===== src/rtl/grs_pkg.sv =====
// ----------------------------------------------------------------------------
// grs_pkg
// shared constants and types for the group reverse stream block
// ----------------------------------------------------------------------------
`default_nettype none

package grs_pkg;

  localparam int DataW    = 32;
  localparam int MaxGroup = 64;
  localparam int CntW     = $clog2(MaxGroup + 1);
  localparam int AlignW   = $clog2(MaxGroup);
  localparam int CfgW     = 7;

  typedef enum logic [1:0] {
    ST_IDLE,
    ST_REV,
    ST_ALIGN,
    ST_FWD
  } state_e;

  typedef enum logic [1:0] {
    SH_HOLD,
    SH_UP,
    SH_DOWN
  } shift_e;

  typedef struct packed {
    logic valid;
    logic from_top;
    logic run_last;
    logic list_end;
  } out_ctrl_t;

endpackage

`default_nettype wire


===== src/rtl/grs_cell.sv =====
// ----------------------------------------------------------------------------
// grs_cell
// one word slot of the chain, loads from either neighbor or holds
// ----------------------------------------------------------------------------
`default_nettype none

module grs_cell
  import grs_pkg::*;
(
  input  wire logic             clk_i,
  input  wire shift_e           shift_i,
  input  wire logic [DataW-1:0] from_lo_i,
  input  wire logic [DataW-1:0] from_hi_i,
  output logic      [DataW-1:0] data_o
);

  logic [DataW-1:0] data_q;
  logic [DataW-1:0] data_d;

  always_comb begin
    case (shift_i)
      SH_UP:   data_d = from_lo_i;
      SH_DOWN: data_d = from_hi_i;
      default: data_d = data_q;
    endcase
  end

  always_ff @(posedge clk_i) begin
    data_q <= data_d;
  end

  assign data_o = data_q;

endmodule

`default_nettype wire


===== src/rtl/grs_ctrl.sv =====
// ----------------------------------------------------------------------------
// grs_ctrl
// group size register, fill count and sequencing of the cell chain
// ----------------------------------------------------------------------------
`default_nettype none

module grs_ctrl
  import grs_pkg::*;
(
  input  wire logic            clk_i,
  input  wire logic            rst_ni,
  input  wire logic            cfg_we_i,
  input  wire logic [CfgW-1:0] cfg_wdata_i,
  input  wire logic            in_valid_i,
  input  wire logic            list_end_i,
  output logic                 in_ready_o,
  input  wire logic            out_ready_i,
  output shift_e               shift_o,
  output out_ctrl_t            out_ctrl_o
);

  state_e              state_q, state_d;
  logic [CfgW-1:0]     size_q;
  logic [CntW-1:0]     fill_q, fill_d;
  logic [AlignW-1:0]   align_q, align_d;
  logic                end_q, end_d;
  logic [CntW-1:0]     eff;
  logic [CntW-1:0]     new_fill;

  always_comb begin
    if (size_q == '0) begin
      eff = CntW'(1);
    end else if (CntW'(size_q) > CntW'(MaxGroup)) begin
      eff = CntW'(MaxGroup);
    end else begin
      eff = CntW'(size_q);
    end
  end

  assign new_fill = fill_q + CntW'(1);

  always_comb begin
    state_d    = state_q;
    fill_d     = fill_q;
    align_d    = align_q;
    end_d      = end_q;
    shift_o    = SH_HOLD;
    in_ready_o = 1'b0;
    out_ctrl_o = '0;
    unique case (state_q)
      ST_IDLE: begin
        in_ready_o = 1'b1;
        if (in_valid_i) begin
          shift_o = SH_UP;
          end_d   = list_end_i;
          fill_d  = new_fill;
          if (new_fill >= eff) begin
            state_d = ST_REV;
          end else if (list_end_i) begin
            state_d = ST_ALIGN;
            align_d = AlignW'(CntW'(MaxGroup) - new_fill);
          end
        end
      end
      ST_REV: begin
        out_ctrl_o.valid    = 1'b1;
        out_ctrl_o.run_last = (fill_q == CntW'(1));
        out_ctrl_o.list_end = out_ctrl_o.run_last & end_q;
        if (out_ready_i) begin
          shift_o = SH_DOWN;
          fill_d  = fill_q - CntW'(1);
          if (fill_q == CntW'(1)) begin
            state_d = ST_IDLE;
          end
        end
      end
      ST_ALIGN: begin
        shift_o = SH_UP;
        align_d = align_q - AlignW'(1);
        if (align_q == AlignW'(1)) begin
          state_d = ST_FWD;
        end
      end
      ST_FWD: begin
        out_ctrl_o.valid    = 1'b1;
        out_ctrl_o.from_top = 1'b1;
        out_ctrl_o.run_last = (fill_q == CntW'(1));
        out_ctrl_o.list_end = out_ctrl_o.run_last;
        if (out_ready_i) begin
          shift_o = SH_UP;
          fill_d  = fill_q - CntW'(1);
          if (fill_q == CntW'(1)) begin
            state_d = ST_IDLE;
          end
        end
      end
      default: state_d = ST_IDLE;
    endcase
  end

  always_ff @(posedge clk_i or negedge rst_ni) begin
    if (!rst_ni) begin
      state_q <= ST_IDLE;
      size_q  <= CfgW'(1);
      fill_q  <= '0;
      align_q <= '0;
      end_q   <= 1'b0;
    end else begin
      state_q <= state_d;
      fill_q  <= fill_d;
      align_q <= align_d;
      end_q   <= end_d;
      if (cfg_we_i) begin
        size_q <= cfg_wdata_i;
      end
    end
  end

  a_idle_no_out: assert property (@(posedge clk_i) disable iff (!rst_ni)
    in_ready_o |-> !out_ctrl_o.valid)
    else $error("output valid while taking input");

  a_idle_fill: assert property (@(posedge clk_i) disable iff (!rst_ni)
    state_q == ST_IDLE |-> fill_q < CntW'(MaxGroup))
    else $error("fill count overrun while idle");

  a_last_empties: assert property (@(posedge clk_i) disable iff (!rst_ni)
    out_ctrl_o.valid && out_ready_i && out_ctrl_o.run_last
    |=> state_q == ST_IDLE && fill_q == '0)
    else $error("buffer not empty after last result");

  a_align_done: assert property (@(posedge clk_i) disable iff (!rst_ni)
    state_q == ST_ALIGN && align_q == AlignW'(1) |=> state_q == ST_FWD)
    else $error("alignment did not hand over to drain");

endmodule

`default_nettype wire


===== src/rtl/group_reverse_stream_top.sv =====
// ----------------------------------------------------------------------------
// group_reverse_stream_top
// buffers words in a chain of cells and emits full groups reversed,
// a trailing partial group in arrival order
// ----------------------------------------------------------------------------
// channel   signals                                  direction
// in        in_valid_i in_ready_o word_i list_end_i  sink
// out       out_valid_o out_ready_i out_word_o
//           run_last_o out_list_end_o                source
// cfg       cfg_we_i cfg_wdata_i                     sink, no wait
//
// an item is taken while idle and pushed into cell 0 of a 64 cell chain
// a full group then leaves one result per cycle from cell 0 while out_ready_i
// is high; a trailing partial group of n words first shifts up by 64 - n
// cells, then leaves one result per cycle from cell 63 while out_ready_i is high
// no new item is taken while results are pending; a stalled output holds
// reset empties the buffer and sets the group size to 1
// ----------------------------------------------------------------------------
`default_nettype none

module group_reverse_stream_top
  import grs_pkg::*;
(
  input  wire logic               clk_i,
  input  wire logic               rst_ni,
  input  wire logic               cfg_we_i,
  input  wire logic [CfgW-1:0]    cfg_wdata_i,
  input  wire logic               in_valid_i,
  output logic                    in_ready_o,
  input  wire logic signed [DataW-1:0] word_i,
  input  wire logic               list_end_i,
  output logic                    out_valid_o,
  input  wire logic               out_ready_i,
  output logic signed [DataW-1:0] out_word_o,
  output logic                    run_last_o,
  output logic                    out_list_end_o
);

  shift_e           shift;
  out_ctrl_t        oc;
  logic [DataW-1:0] cell_data [MaxGroup];

  grs_ctrl u_ctrl (
    .clk_i       (clk_i),
    .rst_ni      (rst_ni),
    .cfg_we_i    (cfg_we_i),
    .cfg_wdata_i (cfg_wdata_i),
    .in_valid_i  (in_valid_i),
    .list_end_i  (list_end_i),
    .in_ready_o  (in_ready_o),
    .out_ready_i (out_ready_i),
    .shift_o     (shift),
    .out_ctrl_o  (oc)
  );

  for (genvar i = 0; i < MaxGroup; i++) begin : g_cell
    logic [DataW-1:0] lo;
    logic [DataW-1:0] hi;
    if (i == 0) begin : g_first
      assign lo = $unsigned(word_i);
    end else begin : g_lo
      assign lo = cell_data[i-1];
    end
    if (i == MaxGroup - 1) begin : g_last
      assign hi = '0;
    end else begin : g_hi
      assign hi = cell_data[i+1];
    end
    grs_cell u_cell (
      .clk_i     (clk_i),
      .shift_i   (shift),
      .from_lo_i (lo),
      .from_hi_i (hi),
      .data_o    (cell_data[i])
    );
  end

  assign out_valid_o    = oc.valid;
  assign out_word_o     = $signed(oc.from_top ? cell_data[MaxGroup-1] : cell_data[0]);
  assign run_last_o     = oc.run_last;
  assign out_list_end_o = oc.list_end;

endmodule

`default_nettype wire


===== config.mk =====
export PLATFORM = sky130hd
export DESIGN_NAME = group_reverse_stream_top
export DESIGN_NICKNAME = d
export VERILOG_FILES = /design/src/rtl/grs_pkg.sv /design/src/rtl/grs_cell.sv /design/src/rtl/grs_ctrl.sv /design/src/rtl/group_reverse_stream_top.sv
export SDC_FILE = /design/constraint.sdc
export NUM_CORES = 2
export LEC_CHECK = 0
export BUFFER_PORTS_ARGS = -buffer_cell sky130_fd_sc_hd__buf_4
export CAP_MARGIN = 20
export CORE_ASPECT_RATIO = 0.9
export CORE_MARGIN = 1
export CORE_UTILIZATION = 63
export DETAILED_ROUTE_END_ITERATION = 8
export PLACE_DENSITY = 0.79
export SKIP_CTS_REPAIR_TIMING = 1
export SYNTH_ARGS = -nofsm -noshare
export SYNTH_HDL_FRONTEND = slang
export SYNTH_SLANG_ARGS = --single-unit
export TNS_END_PERCENT = 10

===== constraint.sdc =====
create_clock -name clk_i -period 55.1 [get_ports clk_i]
set_input_delay 16.53 -clock clk_i [delete_from_list [all_inputs] [get_ports clk_i]]
set_output_delay 16.53 -clock clk_i [all_outputs]
set_load 0.05 [all_outputs]

==> results_dict.tcl <==
set metrics [dict create \
    num-fill-cells 8405 \
    die_x_um 395 \
    async_flop_share 0.0111 \
    fin_crit_ps 23580 \
    grt_pass1_vias 38700 \
    cap_violations 0 \
    cts-root-buf "clkbuf_16" \
    cts_sinks 2071 \
    syn2layout_area_growth_pct 9.82 \
    place.gp.congestion 0.802 \
    slew_viol_final 0 \
    antenna_found_initial 21 \
    synth_edf_count 2048 \
    grt_max_degree 218 \
    max_freq_mhz 42.4 \
    crit_arrival_ps 23980 \
    crit_type "input pin to flop" \
    clk_pin_slew_ps 60 \
    seq_area_frac_synth 0.709 \
    rsz0062_at_grt "false" \
    ys_ff_latch 2071 \
    drt_first_pass_iters 5 \
    start_util 0.636 \
    tns_ps 0 \
    yosysTopAreaCell "edfxtp_1" \
    placementRows 129 \
    yosys_warnings 0 \
    syn_inst 4542 \
    relSlewSlack 0.199 \
    drt-initial-drc-count 3337 \
    numPortBuffers 80 \
    synth_ff_type "edfxtp_1" \
    yosys.area_share.simple 0.00599 \
    yosys.area_share.adder 0.00186 \
    ant_nets 0 \
    critPathCaptureType "flop" \
    numCtsBuffers 195 \
    fin_nets 4687 \
    cp-start-kind "input pin" \
    seq_area_sq_um 62100 \
    cts_buffer_depth 3 \
    drive_gt1_frac 0.515 \
    syn_avg_cell_area_sq_um 19.3 \
    grt_overflow_total 0 \
    synth-compound-area-share 0.00263 \
    vias 38700 \
    synth_top_area_share 0.703 \
    synth_top_family_by_area "multiplexers" \
    ys_types 44 \
    synthXorXnorAreaFrac 0.00150 \
    cp_max_fo 194 \
    tightestPinTransition_ps 1200 \
    synthTopCellsByArea "edfxtp_1, mux2_2, buf_2, dfrtp_1, nor2b_1" \
    die_area_sq_um 140000 \
    critPathRequiredTime_ps 55510 \
    clock_latency_ps 810 \
    wirelength_mm 131 \
    multiInputGateArea_sq_um 24300 \
    synth_fp_nets 4600 \
    place_ws_ps 29890 \
    chipHeight_um 356 \
    grt_pass1_wl_mm 211 \
    synthMuxAreaShare 0.265 \
    io_pins 81 \
    h-tree-depth 4 \
    timing_hold_violations_final 0 \
    tritoncts "built" \
    skew_ps 65.7 \
    dpl.hpwl_mm 76.9 \
    setup-violations-final 0 \
    fin_ws_ps 31520 \
    drcViolationCount 0 \
    period_share 0.428 \
    hold_path.class "flop to flop" \
    via_per_inst 5.84 \
    core_sq_um 138000 \
    syn-cell-area_sq_um 87500 \
    grtUsageTotal 0.185 \
    outcome "finished clean" \
    wire_per_inst_um 19.7 \
]
per-layer routing:
metal | GRT usage | routed length (um) | vias to the layer above
li1 | - | - | 18200
met4 | 0.0497 | 2380 | 0
met2 | 0.272 | 59200 | 713
met1 | 0.284 | 61600 | 19600
met3 | 0.0370 | 7620 | 196
met5 | 0 | 0 | -
logic make-up after synthesis:
family | count (synthesis)
xor gates and xnor gates | 15
adders and majority gates | 13
muxes | 2061
AOI/OAI and AO/OA | 35
and+or+nand+nor | 97
DFF | 2071
buffers and inverters | 250
critical path, stage by stage:
cell and delay, ps:
buf_4 140, nand2b_1 150, a21oi_1 260, ha_4 240, clkinvlp_4 50, buf_4 710
buf_4 940, buf_4 870, buf_4 380, buf_12 650, buf_4 920, buf_4 830
buf_4 860
registers in the layout, indices dropped and copies added (netlist names):
register,count
g_cell.u_cell.data_o,2048
u_ctrl.align_q,6
u_ctrl.end_q,1
u_ctrl.fill_q,7
u_ctrl.size_q,7
u_ctrl.state_q,2
synth_stat cells (2+ instances only):
cell type	instances
a31oi_1	2
xor2_1	5
o21ai_0	8
mux2i_1	5
ha_1	13
clkbuf_1	26
nor2b_1	34
nand4_1	2
a221o_1	2
o22ai_1	2
nand3_1	4
o21a_1	3
mux2_2	2056
nor2_1	13
inv_1	9
buf_2	212
nand2_1	24
nand2b_1	5
dfrtp_1	22
nor3_1	6
edfxtp_1	2048
xnor2_1	10
a21oi_1	10
final timing paths:
| path | from | endpoint | slack (ps) | depth (start not counted) |
|---|---|---|---|---|
| worst max-delay path | out_ready_i | g_cell[42].u_cell.data_o[5] | 31520 | 13 |
| worst min-delay path | u_ctrl.end_q | u_ctrl.end_q | 510 | 1 |
| worst max register to register | u_ctrl.state_q[0] | g_cell[42].u_cell.data_o[5] | 46610 | 12 |
| worst min register to register | u_ctrl.end_q | u_ctrl.end_q | 510 | 1 |
| max in group asynchronous | rst_ni | u_ctrl.size_q[0] | 39210 | 1 |
| min in group asynchronous | rst_ni | u_ctrl.fill_q[6] | 15610 | 1 |
final cells by class:
type / instances / share of cell area
Clock buffer: 232 / 0.0522
Clock inverter: 124 / 0.0130
Tap cell: 1834 / 0.0239
Antenna cell: 4 / 0.000104
Inverter: 9 / 0.000390
Timing Repair Buffer: 131 / 0.0123
Sequential cell: 2071 / 0.646
Multi-Input combinational cell: 2221 / 0.252
stage by stage:
stage	utilization	instances	hold WS (ps)	cell area, sq um
global placement	0.651	6259	494	89700
CTS	0.697	6615	513	95900
global route	0.698	6625	550	96100
finish	0.698	6626	513	96100
floorplan	-	4542	481	87500
detailed placement	0.651	6259	497	89700
cell usage in the layout, fill, tap and decap left out, types with 4 or more instances in the layout:
cell and count:
buf_16 7, nand3_1 4, o21ai_0 8, clkinv_1 50
nand2b_1 5, xor2_1 5, clkinv_2 36, clkbuf_16 195
dfrtp_1 22, clkinv_8 4, nand2_1 24, mux2_2 2056
mux2i_1 5, bufinv_16 18, nor2b_1 34, buf_4 119
nor2_1 13, inv_16 5, clkinvlp_4 4, buf_12 5
nor3_1 6, ha_1 12, clkinv_16 4, clkbuf_1 37
edfxtp_1 2048, xnor2_1 10, diode_2 4, inv_1 8
a21oi_1 10
Power is left out: the tool's default activity adds up to more than one toggle a clock period on the data nets, which glitch-free logic cannot reach.
